--- src/hw/rtl/csq_pkg.sv ---
// csq_pkg: shared types, constants and helpers of the coalescing status queue
// used by csq_ctrl, csq_dp and coalescing_status_queue; no dependencies
`default_nettype none

package csq_pkg;

  // queue geometry
  localparam int unsigned QueueDepth = 16;
  localparam int unsigned IdxW       = $clog2(QueueDepth);
  localparam int unsigned CntW       = $clog2(QueueDepth + 1);
  localparam int unsigned SumW       = CntW + 1;

  // field widths
  localparam int unsigned OpW      = 2;
  localparam int unsigned TypeW    = 8;
  localparam int unsigned PayW     = 16;
  localparam int unsigned TimeW    = 48;
  localparam int unsigned StatusW  = 3;
  localparam int unsigned TimeoutW = 32;
  localparam int unsigned CfgIdxW  = 2;
  localparam int unsigned CfgDataW = 32;

  // stream beat widths, padded to whole bytes
  localparam int unsigned InBitsW  = OpW + TypeW + PayW + TimeW + 1;
  localparam int unsigned InDataW  = ((InBitsW + 7) / 8) * 8;
  localparam int unsigned OutBitsW = StatusW + 1 + 1 + TypeW + PayW + TimeW + 1 + CntW;
  localparam int unsigned OutDataW = ((OutBitsW + 7) / 8) * 8;

  // configuration reset values
  localparam logic [TypeW-1:0]    MinTypeRst = TypeW'(1);
  localparam logic [TypeW-1:0]    MetricsRst = TypeW'(2);
  localparam logic [TimeoutW-1:0] TimeoutRst = TimeoutW'(1000);

  typedef enum logic [OpW-1:0] {
    OpEnqueue   = 2'd0,
    OpPop       = 2'd1,
    OpWriteDone = 2'd2,
    OpQuery     = 2'd3
  } op_e;

  typedef enum logic [StatusW-1:0] {
    StOk       = 3'd0,
    StInvalid  = 3'd1,
    StStopped  = 3'd2,
    StOverflow = 3'd3,
    StEmpty    = 3'd4
  } status_e;

  typedef enum logic [CfgIdxW-1:0] {
    CfgMinType = 2'd0,
    CfgMetrics = 2'd1,
    CfgTimeout = 2'd2
  } cfg_idx_e;

  typedef enum logic [1:0] {
    RdHead     = 2'd0,
    RdScan     = 2'd1,
    RdScanNext = 2'd2
  } rd_sel_e;

  typedef enum logic [3:0] {
    SIdle,
    SDispatch,
    SScanRd,
    SScanCmp,
    SAppend,
    SPopRd,
    SPopTake,
    SStallRd,
    SStallCalc
  } state_e;

  // controller to datapath
  typedef struct packed {
    logic    load;
    logic    st_we;
    status_e st_code;
    logic    scan_inc;
    logic    rd_en;
    rd_sel_e rd_sel;
    logic    replace_wr;
    logic    append_wr;
    logic    overflow;
    logic    pop_take;
    logic    wdone;
    logic    out_load;
  } csq_cmd_t;

  // datapath to controller
  typedef struct packed {
    op_e  op;
    logic lt_min;
    logic is_metrics;
    logic stopped;
    logic cnt_zero;
    logic cnt_full;
    logic scan_hit;
    logic scan_last;
    logic out_free;
  } csq_sts_t;

  // ring slot at an offset from the head
  function automatic logic [IdxW-1:0] slot_at(logic [IdxW-1:0] head, logic [CntW-1:0] off);
    logic [SumW-1:0] sum;
    sum = SumW'(head) + SumW'(off);
    if (sum >= SumW'(QueueDepth)) begin
      sum = sum - SumW'(QueueDepth);
    end
    return sum[IdxW-1:0];
  endfunction

endpackage

`default_nettype wire

--- src/hw/rtl/csq_ctrl.sv ---
// csq_ctrl: sequencer of the coalescing status queue
// depends on csq_pkg; drives csq_dp through csq_cmd_t and reads csq_sts_t
`default_nettype none

module csq_ctrl (
  input  wire logic              clk_i,
  input  wire logic              rst_ni,
  input  wire logic              in_valid_i,
  output logic                   in_ready_o,
  input  wire csq_pkg::csq_sts_t sts_i,
  output csq_pkg::csq_cmd_t      cmd_o
);

  csq_pkg::state_e state_q, state_d;

  // state register
  always_ff @(posedge clk_i or negedge rst_ni) begin
    if (!rst_ni) begin
      state_q <= csq_pkg::SIdle;
    end else begin
      state_q <= state_d;
    end
  end

  // next state
  always_comb begin
    state_d = state_q;
    unique case (state_q)
      csq_pkg::SIdle: begin
        if (in_valid_i) state_d = csq_pkg::SDispatch;
      end
      csq_pkg::SDispatch: begin
        unique case (sts_i.op)
          csq_pkg::OpEnqueue: begin
            if (sts_i.lt_min || sts_i.stopped) begin
              state_d = csq_pkg::SStallRd;
            end else if (sts_i.is_metrics && !sts_i.cnt_zero) begin
              state_d = csq_pkg::SScanRd;
            end else begin
              state_d = csq_pkg::SAppend;
            end
          end
          csq_pkg::OpPop: begin
            if (sts_i.stopped || sts_i.cnt_zero) begin
              state_d = csq_pkg::SStallRd;
            end else begin
              state_d = csq_pkg::SPopRd;
            end
          end
          default: state_d = csq_pkg::SStallRd;
        endcase
      end
      csq_pkg::SScanRd:  state_d = csq_pkg::SScanCmp;
      csq_pkg::SScanCmp: begin
        if (sts_i.scan_hit) begin
          state_d = csq_pkg::SStallRd;
        end else if (sts_i.scan_last) begin
          state_d = csq_pkg::SAppend;
        end
      end
      csq_pkg::SAppend:   state_d = csq_pkg::SStallRd;
      csq_pkg::SPopRd:    state_d = csq_pkg::SPopTake;
      csq_pkg::SPopTake:  state_d = csq_pkg::SStallRd;
      csq_pkg::SStallRd:  state_d = csq_pkg::SStallCalc;
      csq_pkg::SStallCalc: begin
        if (sts_i.out_free) state_d = csq_pkg::SIdle;
      end
      default: state_d = csq_pkg::SIdle;
    endcase
  end

  // command outputs
  always_comb begin
    cmd_o      = '0;
    cmd_o.st_code = csq_pkg::StOk;
    cmd_o.rd_sel  = csq_pkg::RdHead;
    in_ready_o = 1'b0;
    unique case (state_q)
      csq_pkg::SIdle: begin
        in_ready_o = 1'b1;
        cmd_o.load = in_valid_i;
      end
      csq_pkg::SDispatch: begin
        unique case (sts_i.op)
          csq_pkg::OpEnqueue: begin
            if (sts_i.lt_min) begin
              cmd_o.st_we   = 1'b1;
              cmd_o.st_code = csq_pkg::StInvalid;
            end else if (sts_i.stopped) begin
              cmd_o.st_we   = 1'b1;
              cmd_o.st_code = csq_pkg::StStopped;
            end
          end
          csq_pkg::OpPop: begin
            if (sts_i.stopped) begin
              cmd_o.st_we   = 1'b1;
              cmd_o.st_code = csq_pkg::StStopped;
            end else if (sts_i.cnt_zero) begin
              cmd_o.st_we   = 1'b1;
              cmd_o.st_code = csq_pkg::StEmpty;
            end
          end
          csq_pkg::OpWriteDone: cmd_o.wdone = 1'b1;
          default: ;
        endcase
      end
      csq_pkg::SScanRd: begin
        cmd_o.rd_en  = 1'b1;
        cmd_o.rd_sel = csq_pkg::RdScan;
      end
      csq_pkg::SScanCmp: begin
        if (sts_i.scan_hit) begin
          cmd_o.replace_wr = 1'b1;
        end else if (!sts_i.scan_last) begin
          cmd_o.rd_en    = 1'b1;
          cmd_o.rd_sel   = csq_pkg::RdScanNext;
          cmd_o.scan_inc = 1'b1;
        end
      end
      csq_pkg::SAppend: begin
        if (sts_i.cnt_full) begin
          cmd_o.overflow = 1'b1;
          cmd_o.st_we    = 1'b1;
          cmd_o.st_code  = csq_pkg::StOverflow;
        end else begin
          cmd_o.append_wr = 1'b1;
        end
      end
      csq_pkg::SPopRd: begin
        cmd_o.rd_en  = 1'b1;
        cmd_o.rd_sel = csq_pkg::RdHead;
      end
      csq_pkg::SPopTake: cmd_o.pop_take = 1'b1;
      csq_pkg::SStallRd: begin
        cmd_o.rd_en  = 1'b1;
        cmd_o.rd_sel = csq_pkg::RdHead;
      end
      csq_pkg::SStallCalc: cmd_o.out_load = sts_i.out_free;
      default: ;
    endcase
  end

endmodule

`default_nettype wire

--- src/hw/rtl/csq_dp.sv ---
// csq_dp: datapath of the coalescing status queue: entry memory, ring pointers,
// configuration registers, stall check and result register; depends on csq_pkg
`default_nettype none

module csq_dp (
  input  wire logic                             clk_i,
  input  wire logic                             rst_ni,
  input  wire logic                             cfg_we_i,
  input  wire logic [csq_pkg::CfgIdxW-1:0]      cfg_idx_i,
  input  wire logic [csq_pkg::CfgDataW-1:0]     cfg_wdata_i,
  input  wire logic [csq_pkg::InDataW-1:0]      in_data_i,
  output logic                                  out_valid_o,
  input  wire logic                             out_ready_i,
  output logic [csq_pkg::OutDataW-1:0]          out_data_o,
  input  wire csq_pkg::csq_cmd_t                cmd_i,
  output csq_pkg::csq_sts_t                     sts_o
);

  // configuration registers
  logic [csq_pkg::TypeW-1:0]    min_type_q;
  logic [csq_pkg::TypeW-1:0]    metrics_q;
  logic [csq_pkg::TimeoutW-1:0] timeout_q;

  always_ff @(posedge clk_i or negedge rst_ni) begin
    if (!rst_ni) begin
      min_type_q <= csq_pkg::MinTypeRst;
      metrics_q  <= csq_pkg::MetricsRst;
      timeout_q  <= csq_pkg::TimeoutRst;
    end else if (cfg_we_i) begin
      case (csq_pkg::cfg_idx_e'(cfg_idx_i))
        csq_pkg::CfgMinType: min_type_q <= cfg_wdata_i[csq_pkg::TypeW-1:0];
        csq_pkg::CfgMetrics: metrics_q  <= cfg_wdata_i[csq_pkg::TypeW-1:0];
        csq_pkg::CfgTimeout: timeout_q  <= cfg_wdata_i[csq_pkg::TimeoutW-1:0];
        default: ;
      endcase
    end
  end

  // captured input beat
  logic [csq_pkg::OpW-1:0]   op_q;
  logic [csq_pkg::TypeW-1:0] type_q;
  logic [csq_pkg::PayW-1:0]  pay_q;
  logic [csq_pkg::TimeW-1:0] now_q;

  always_ff @(posedge clk_i) begin
    if (cmd_i.load) begin
      op_q   <= in_data_i[1:0];
      type_q <= in_data_i[9:2];
      pay_q  <= in_data_i[25:10];
      now_q  <= in_data_i[73:26];
    end
  end

  // ring control state
  logic [csq_pkg::IdxW-1:0]  head_q;
  logic [csq_pkg::CntW-1:0]  count_q;
  logic [csq_pkg::IdxW-1:0]  scan_q;
  logic                      writing_q;
  logic [csq_pkg::TimeW-1:0] since_q;
  logic                      stopped_q;

  // entry memory, one read port with registered data
  logic [csq_pkg::TypeW-1:0] type_mem [csq_pkg::QueueDepth];
  logic [csq_pkg::PayW-1:0]  pay_mem  [csq_pkg::QueueDepth];
  logic [csq_pkg::TimeW-1:0] time_mem [csq_pkg::QueueDepth];
  logic [csq_pkg::TypeW-1:0] rd_type_q;
  logic [csq_pkg::PayW-1:0]  rd_pay_q;
  logic [csq_pkg::TimeW-1:0] rd_time_q;
  logic [csq_pkg::IdxW-1:0]  rd_addr;
  logic [csq_pkg::IdxW-1:0]  wr_addr;
  logic [csq_pkg::CntW-1:0]  scan_off;

  assign scan_off = csq_pkg::CntW'(scan_q);

  // read address select
  always_comb begin
    case (cmd_i.rd_sel)
      csq_pkg::RdScan:     rd_addr = csq_pkg::slot_at(head_q, scan_off);
      csq_pkg::RdScanNext: rd_addr = csq_pkg::slot_at(head_q, scan_off + csq_pkg::CntW'(1));
      default:             rd_addr = head_q;
    endcase
  end

  // replace hits the scanned slot, append goes behind the tail
  assign wr_addr = cmd_i.replace_wr ? csq_pkg::slot_at(head_q, scan_off)
                                    : csq_pkg::slot_at(head_q, count_q);

  always_ff @(posedge clk_i) begin
    if (cmd_i.append_wr) begin
      type_mem[wr_addr] <= type_q;
      time_mem[wr_addr] <= now_q;
    end
    if (cmd_i.append_wr || cmd_i.replace_wr) begin
      pay_mem[wr_addr] <= pay_q;
    end
    if (cmd_i.rd_en) begin
      rd_type_q <= type_mem[rd_addr];
      rd_pay_q  <= pay_mem[rd_addr];
      rd_time_q <= time_mem[rd_addr];
    end
  end

  // pointers, flags and scan index
  always_ff @(posedge clk_i or negedge rst_ni) begin
    if (!rst_ni) begin
      head_q    <= '0;
      count_q   <= '0;
      scan_q    <= '0;
      writing_q <= 1'b0;
      since_q   <= '0;
      stopped_q <= 1'b0;
    end else begin
      if (cmd_i.load) begin
        scan_q <= '0;
        if (in_data_i[74]) stopped_q <= 1'b1;
      end else if (cmd_i.scan_inc) begin
        scan_q <= scan_q + csq_pkg::IdxW'(1);
      end
      if (cmd_i.overflow) stopped_q <= 1'b1;
      if (cmd_i.append_wr) count_q <= count_q + csq_pkg::CntW'(1);
      if (cmd_i.pop_take) begin
        head_q    <= csq_pkg::slot_at(head_q, csq_pkg::CntW'(1));
        count_q   <= count_q - csq_pkg::CntW'(1);
        writing_q <= 1'b1;
        since_q   <= rd_time_q;
      end
      if (cmd_i.wdone) writing_q <= 1'b0;
    end
  end

  // per-item result fields
  csq_pkg::status_e          status_q;
  logic                      replaced_q;
  logic                      pop_valid_q;
  logic [csq_pkg::TypeW-1:0] pop_type_q;
  logic [csq_pkg::PayW-1:0]  pop_pay_q;
  logic [csq_pkg::TimeW-1:0] pop_time_q;

  always_ff @(posedge clk_i) begin
    if (cmd_i.load) begin
      status_q    <= csq_pkg::StOk;
      replaced_q  <= 1'b0;
      pop_valid_q <= 1'b0;
      pop_type_q  <= '0;
      pop_pay_q   <= '0;
      pop_time_q  <= '0;
    end else begin
      if (cmd_i.st_we) status_q <= cmd_i.st_code;
      if (cmd_i.replace_wr) replaced_q <= 1'b1;
      if (cmd_i.pop_take) begin
        pop_valid_q <= 1'b1;
        pop_type_q  <= rd_type_q;
        pop_pay_q   <= rd_pay_q;
        pop_time_q  <= rd_time_q;
      end
    end
  end

  // age watchdog on the oldest pending time
  logic [csq_pkg::TimeW-1:0] oldest;
  logic [csq_pkg::TimeW-1:0] age;
  logic                      pending;
  logic                      stalled;

  assign oldest  = writing_q ? since_q : rd_time_q;
  assign pending = writing_q || (count_q != '0);
  assign age     = now_q - oldest;
  assign stalled = pending &&
                   ((now_q < oldest) || (age >= csq_pkg::TimeW'(timeout_q)));

  // output register
  logic                         out_valid_q;
  logic [csq_pkg::OutDataW-1:0] out_data_q;

  always_ff @(posedge clk_i or negedge rst_ni) begin
    if (!rst_ni) begin
      out_valid_q <= 1'b0;
    end else if (cmd_i.out_load) begin
      out_valid_q <= 1'b1;
    end else if (out_ready_i) begin
      out_valid_q <= 1'b0;
    end
  end

  always_ff @(posedge clk_i) begin
    if (cmd_i.out_load) begin
      out_data_q <= csq_pkg::OutDataW'({count_q, stalled, pop_time_q, pop_pay_q,
                                        pop_type_q, pop_valid_q, replaced_q, status_q});
    end
  end

  assign out_valid_o = out_valid_q;
  assign out_data_o  = out_data_q;

  // status to the controller
  assign sts_o.op         = csq_pkg::op_e'(op_q);
  assign sts_o.lt_min     = type_q < min_type_q;
  assign sts_o.is_metrics = type_q == metrics_q;
  assign sts_o.stopped    = stopped_q;
  assign sts_o.cnt_zero   = count_q == '0;
  assign sts_o.cnt_full   = count_q >= csq_pkg::CntW'(csq_pkg::QueueDepth);
  assign sts_o.scan_hit   = rd_type_q == metrics_q;
  assign sts_o.scan_last  = (scan_off + csq_pkg::CntW'(1)) >= count_q;
  assign sts_o.out_free   = !out_valid_q || out_ready_i;

endmodule

`default_nettype wire

--- src/hw/rtl/coalescing_status_queue.sv ---
// coalescing_status_queue: top level of the coalescing status queue
// depends on csq_pkg, csq_ctrl and csq_dp
`default_nettype none

// Ring queue of outgoing status entries (type, payload reference, enqueue time)
// with metrics coalescing and an age watchdog. Each input beat carries one
// operation and yields exactly one result beat. Items are handled one at a
// time; each one, a stall query, write-done or rejected operation included,
// ends with a head read for the stall check before its result is registered.
// A metrics enqueue scans the queue from the head one entry per cycle and goes
// on to append when nothing matches. The result sits in an output register, so
// the next item is accepted while a result still waits. Configuration may be
// written only while the block is idle.
module coalescing_status_queue (
  input  wire logic                          clk_i,
  input  wire logic                          rst_ni,
  // configuration writes
  input  wire logic                          cfg_we_i,
  input  wire logic [csq_pkg::CfgIdxW-1:0]   cfg_idx_i,
  input  wire logic [csq_pkg::CfgDataW-1:0]  cfg_wdata_i,
  // input stream
  input  wire logic                          s_axis_tvalid_i,
  output logic                               s_axis_tready_o,
  // op, msg_type, payload_ref, now_ms, stop_asserted
  input  wire logic [csq_pkg::InDataW-1:0]   s_axis_tdata_i,
  // result stream
  output logic                               m_axis_tvalid_o,
  input  wire logic                          m_axis_tready_i,
  // status, replaced, pop_valid, pop_type, pop_payload, pop_time_ms, stalled, occupancy
  output logic [csq_pkg::OutDataW-1:0]       m_axis_tdata_o
);

  csq_pkg::csq_cmd_t cmd;
  csq_pkg::csq_sts_t sts;

  // sequencer
  csq_ctrl u_ctrl (
    .clk_i      (clk_i),
    .rst_ni     (rst_ni),
    .in_valid_i (s_axis_tvalid_i),
    .in_ready_o (s_axis_tready_o),
    .sts_i      (sts),
    .cmd_o      (cmd)
  );

  // datapath
  csq_dp u_dp (
    .clk_i       (clk_i),
    .rst_ni      (rst_ni),
    .cfg_we_i    (cfg_we_i),
    .cfg_idx_i   (cfg_idx_i),
    .cfg_wdata_i (cfg_wdata_i),
    .in_data_i   (s_axis_tdata_i),
    .out_valid_o (m_axis_tvalid_o),
    .out_ready_i (m_axis_tready_i),
    .out_data_o  (m_axis_tdata_o),
    .cmd_i       (cmd),
    .sts_o       (sts)
  );

endmodule

`default_nettype wire
--- config.mk ---
export PLATFORM = sky130hd
export DESIGN_NAME = coalescing_status_queue
export DESIGN_NICKNAME = d
export VERILOG_FILES = /design/src/hw/rtl/csq_pkg.sv /design/src/hw/rtl/csq_ctrl.sv /design/src/hw/rtl/csq_dp.sv /design/src/hw/rtl/coalescing_status_queue.sv
export SDC_FILE = /design/constraint.sdc
export NUM_CORES = 2
export LEC_CHECK = 0
export ABC_AREA = 1
export BUFFER_PORTS_ARGS = -buffer_cell sky130_fd_sc_hd__clkbuf_2
export CAP_MARGIN = 20
export CORE_MARGIN = 10
export CORE_UTILIZATION = 50
export CTS_BUF_LIST = sky130_fd_sc_hd__clkbuf_16
export DETAILED_ROUTE_END_ITERATION = 12
export GPL_ROUTABILITY_DRIVEN = 1
export PLACE_DENSITY = 0.66
export SLEW_MARGIN = 0
export SYNTH_ARGS = -nofsm -noshare
export SYNTH_HDL_FRONTEND = slang
export SYNTH_HIERARCHICAL = 1
export SYNTH_SLANG_ARGS = --single-unit
--- constraint.sdc ---
create_clock -name clk_i -period 21.3 [get_ports clk_i]
set_input_delay 1.065 -clock clk_i [delete_from_list [all_inputs] [get_ports clk_i]]
set_output_delay 1.065 -clock clk_i [all_outputs]
set_load 0.02 [all_outputs]
* Word level (Yosys, flattened, before mapping)
Memories as Yosys holds them, arrays and structs flattened. A register that Yosys moved wholly into a read port is not among the register bits. Index checks and enable logic that the tools add are counted.
Storage, ports and cells: flip-flop bits (word level) 350, RAM bits 1152, input bits 119, memories 3
Memories:
- u_dp.time_mem | words 16, bits a word 48, read ports 1, clocked after memory_dff 1, write ports 1, line csq_dp.sv:65 | logic [csq_pkg::TimeW-1:0] time_mem [csq_pkg::QueueDepth];
- u_dp.pay_mem | words 16, bits a word 16, read ports 1, clocked after memory_dff 1, write ports 1, line csq_dp.sv:64 | logic [csq_pkg::PayW-1:0] pay_mem [csq_pkg::QueueDepth];
- u_dp.type_mem | words 16, bits a word 8, read ports 1, clocked after memory_dff 1, write ports 1, line csq_dp.sv:63 | logic [csq_pkg::TypeW-1:0] type_mem [csq_pkg::QueueDepth];
Operators by class: $add $sub $neg 13, magnitude comparators 9, equality and inequality tests 19, muxes and demuxes 53, reduce and logical (&&, ||, !) cells 28
Operator list (number):
- $mux W4 | 19
- $ge A48 B32 Y1 | 1
- $lt A48 B48 Y1 | 1
- $mux W48 | 1
- $sub A48 B48 Y48 | 1
- $pmux W4 S2 | 4
- $pmux W4 S8 | 1
- $mux W1 | 22
- $eq A4 B3 Y1 const B | 4
- $eq A8 B8 Y1 | 2
- $sub A4 B1 Y4 const B | 4
- $ge A5 B5 Y1 const B | 3
- $add A4 B5 Y6 | 2
- $ge A6 B5 Y1 const B | 2
- $reduce_bool A2 Y1 | 6
- $add A4 B1 Y5 const B | 2
- $mux W5 | 2
- $pmux W3 S3 | 1
- $eq A4 B2 Y1 const B | 2
- $lt A8 B8 Y1 | 1
- $reduce_and A2 Y1 | 4
- $eq A2 B1 Y1 const B | 3
- $eq A2 B2 Y1 const B | 3
- $logic_or A1 B1 Y1 | 6
- 20 further kinds | 25

* Logic depth before layout (Yosys ltp)
word-level depth 7, mapped depth 26, mapped depth without buffers 25

* Cells and area by module
The synthesis kept the hierarchy.
Modules (own cells, without submodules):
- csq_dp | instances 1, cells an instance 5907, area each 66745.3 um2, sequential area each 45823.9 um2
- csq_ctrl | instances 1, cells an instance 86, area each 464.2 um2, sequential area each 100.1 um2

* Worst setup path before layout
OpenSTA, ideal clock, no wires.
kind input -> register, start point input port s_axis_tvalid_i, end point register u_dp/scan_q[0] in the netlist's numbering, arrival 6.959 ns, required time 21.174 ns, slack 14.214 ns, stages 7, buffers on the path 2, cell sequence inv_1 > nor3_1 > clkbuf_1 > inv_1 > clkbuf_1 > nand3_1 > o21ai_0
RTL lines:
- start, declared | line coalescing_status_queue.sv:22 | input wire logic s_axis_tvalid_i,
- end signal, assigned | line csq_dp.sv:117 | scan_q <= scan_q + csq_pkg::IdxW'(1);
- end, declared | line csq_dp.sv:57 | logic [csq_pkg::IdxW-1:0] scan_q;

==> out/results.md <==
| Parameter | Reported |
|---|---|
| Share of the synthesized area in the top cell type | 0.617 |
| Number of primary I/O pins | 209 |
| Critical Path Fanout Max | 243 |
| Final net count | 6,379 |
| Remaining antenna violation count after routing | 0 |
| Maximum capacitance violations | 0 |
| Final WL | 166 mm |
| Horizontal die dimension | 387 um |
| Vias per cell | 5.38 |
| Top FF cell, synth | edfxtp_1 |
| Share of synthesized area occupied by flip-flops and latches | 0.683 |
| Area enclosed by the die boundary | 0.149 mm2 |
| Hold bufs inserted after CTS | 0 |
| Number of placement rows | 134 |
| Global-route wire length before repair | 251 mm |
| Number of buffers added on ports | 198 |
| Number of hold violations in the final report | 0 |
| Maximum clock rate | 139 MHz |
| Clk buf depth | 3 |
| Initial core utilization | 0.504 |
| Hold Crit Class | in -> async |
| Unique masters post-synth | 48 |
| Maximum number of pins on one net before global-route repair | 264 |
| RSZ-0062 raised after global routing | false |
| Required arrival time at the worst endpoint | 21.80 ns |
| Post-synthesis cell count | 5,993 |
| Routed wirelength normalized by instance count | 20.7 um |
| Critical Path Start Type | flop |
| Yosys warning count | 6 |
| CTS tree | yes |
| Fraction of the cycle the final worst path needs | 0.337 |
| Remaining max-slew budget at the tightest pin | 0.255 |
| Detailed-router iteration count before antenna repair | 6 |
| Number of clock sinks seen by CTS | 1,574 |
| Crit path capture type | flop |
| Internal power | 0.00717 W |
| Post-detail-place hpwl | 99.5 mm |
| Ys async rst share | 0.0737 |
| Total Neg Setup Slack | 0 ns |
| Vias after detailed routing | 43,259 |
| Net Sw Power | 0.00536 W |
| Uppermost layer routed | met5 |
| Routed met1 length | 73.7 mm |
| Global-route congestion overflow total | 0 |
| Combinational fraction of design power | 0.450 |
| Total met3 wirelength after detailed routing | 11.2 mm |
| H-tree levels | 4 |
| Routability Congestion | 0.945 |
| Overall die height | 387 um |
| Overall global routing resource usage | 0.217 |
| Vias in the first global route | 40,878 |
| Sequential group share of total power | 0.332 |
| Final-layout worst hold slack | 0.324 ns |
| Met2 routed WL | 77.7 mm |
| Tightest Pin Transition | 1.12 ns |
| Flops & latches, synth | 1,574 |
| Clock Pin Slew Worst Setup and Hold Paths | 0.06 ns |
| IR Drop Worst-Case VDD | 0.287 mV |
| Initial antenna violation count | 2 |
| Setup Buffers After CTS | 0 |
| Number of instances resized during post-cts repair | 0 |
| Leading post-synthesis cells by cell area | edfxtp_1 (62%), nand2_1 (7.4%), inv_1 (5.0%) |
| Status | completed |
| Number of buffers created by CTS | 161 |
| Clock network power share | 0.217 |
| Pleak | 29.6 nW |
| Startpoint-to-endpoint class of the critical path | reg -> reg |
| Area of the mapped netlist | 0.0672 mm2 |
| Final setup vio count | 0 |
| Number of pins with negative max-slew slack in the final report | 0 |
| Area leader, netlist | edfxtp_1 |
| Count of unresolved DRC violations after routing | 0 |
| Source of the worst register-to-register timing path | u_dp/scan_q[0] |
| Clock latency reported for the late side of the worst-skew pair | 0.81 ns |
| Detailed Route Iter0 Violations | 4,088 |
| Final setup skew | 0.0275 ns |
| Share of cells above drive strength 1 | 0.0873 |
| Buffer cell driving the clock tree root | clkbuf_16 |
| Tmin final | 7.18 ns |
| Slack of the worst reg-to-reg path | 14.12 ns |
| Origin of the worst setup path | u_dp/scan_q[0] |
| Core region area | 0.133 mm2 |
| PD cells | 167 mW/mm2 |
| CP arrival | 7.67 ns |
| Layout-stage area growth over the synthesis result | 12.0% |
| Average footprint of a synthesized cell | 11.2 um2 |
| Net switching fraction of the power | 0.428 |
| Number of enable-type register cells in the synthesized netlist | 1,381 |
area by class of cell:
type | instances | area, um2
fill | 11044 | 58200
sequential | 1574 | 45900
multi-input combinational | 3226 | 16800
clock buffer | 164 | 4100
inverter | 902 | 3400
tap | 1768 | 2210
timing repair buffer | 281 | 1720
clock inverter | 132 | 1050
antenna | 1 | 2.50
power by group through the flow:
stage / combinational [W] / clock [W] / sequential, W
2_1_floorplan: 0.00415 / 0 / 0.00413
3_3_place_gp: 0.00551 / 0 / 0.00421
3_5_place_dp: 0.00561 / 0 / 0.00423
4_1_cts: 0.00564 / 0.00277 / 0.00416
5_1_grt: 0.00635 / 0.00290 / 0.00420
6_report: 0.00564 / 0.00273 / 0.00417
stage by stage:
stage / total power, W / setup WS, ns / std cells / area [um2] / util
floorplan: 0.00829 / 14.21 / 5997 / 67200 / -
global placement: 0.00972 / 14.30 / 7747 / 70000 / 0.525
detailed placement: 0.00983 / 14.26 / 7749 / 70100 / 0.525
CTS: 0.0126 / 14.12 / 8045 / 75200 / 0.564
global route: 0.0135 / 13.49 / 8047 / 75200 / 0.564
finish: 0.0125 / 14.12 / 8048 / 75200 / 0.564
final timing paths:
path | endpoint | cells after the start
setup reg to reg | u_dp/rd_time_q[30] | 24
max in group asynchronous | u_dp/since_q[19] | 2
min in group clk_i | u_dp/out_data_o[7] | 0
hold reg to reg | u_dp/out_data_o[7] | 0
hold / removal | u_dp/count_q[1] | 1
setup / recovery | u_dp/rd_time_q[30] | 24
layer usage:
metal  vias to the layer above  track usage
li1                      20864            -
met5                         -            0
met2                      1345        0.348
met3                       229       0.0331
met1                     20819        0.306
met4                         2       0.0617
sequential cells by signal, summed over array words and instances, names as in the netlist, 16 cells and up:
register         cells
u_dp/pay_mem       256
u_dp/since_q        48
u_dp/pop_pay_q      16
u_dp/type_mem      128
u_dp/rd_time_q      48
u_dp/rd_pay_q       16
u_dp/out_data_o     83
u_dp/pop_time_q     48
u_dp/pay_q          16
u_dp/now_q          48
u_dp/timeout_q      32
u_dp/time_mem      768
placed cells by master, fill, tap and decap left out, types with 76 or more instances in the layout:
master and count:
inv_1 937, clkbuf_16 164, o21ai_0 468, a21oi_1 186
clkbuf_2 197, nand3_1 164, buf_4 76, edfxtp_1 1381
nor2_1 259, nand2_1 1330, dfxtp_1 77, dfrtp_1 107
a31oi_1 97, ha_1 109, o211ai_1 413
worst max-delay path, cell delays in order, from the launching register on:
cell and delay (ns):
dfrtp_1 0.44, ha_1 0.25, xor2_1 0.34, ha_1 0.31, inv_1 0.06, o21bai_1 0.06, a21oi_1 0.13, o21bai_1 0.07
nor2_1 0.13, nand3_2 0.14, inv_1 0.19, ha_1 0.29, inv_2 0.19, o21ai_1 0.14, o21ai_4 0.16, buf_12 0.57
buf_4 0.87, buf_4 0.64, buf_4 0.91, nand2_1 0.17, o211ai_1 0.16, o211a_1 0.18, a31oi_1 0.05, nor2_1 0.14
a31oi_1 0.05
synthesized netlist by cell type, types with 2 or more instances:
master	count
edfxtp_1	1381
o21ai_0	469
dfstp_2	8
buf_4	10
clkbuf_1	172
ha_1	109
nor2_2	2
nand4_1	12
o211ai_1	413
dfxtp_1	77
nand3_1	165
fa_1	5
a21o_1	2
xor2_1	31
inv_1	898
nor4_1	2
xnor2_1	29
o21bai_1	9
a21oi_1	186
a211oi_1	3
o21a_1	3
buf_2	103
o211a_1	23
dfrtp_1	108
buf_1	10
nand3b_1	7
nor2_1	277
a31oi_1	97
o21ai_1	18
nor3_1	13
nand2_1	1331
and2_1	2
inv_2	3
cells by family after synthesis:
kind of cell               after synthesis  share of synthesized area
other                                    1                  0.0000558
xor gates and xnor gates                60                    0.00782
adders and majority gates              114                     0.0218
DFF                                   1574                      0.683
AOI/OAI and AO/OA                     1229                      0.111
and+or+nand+nor                       1817                      0.106
muxes                                    1                   0.000149
buffers and inverters                 1197                     0.0693
Power figures use the tool's default switching activity.
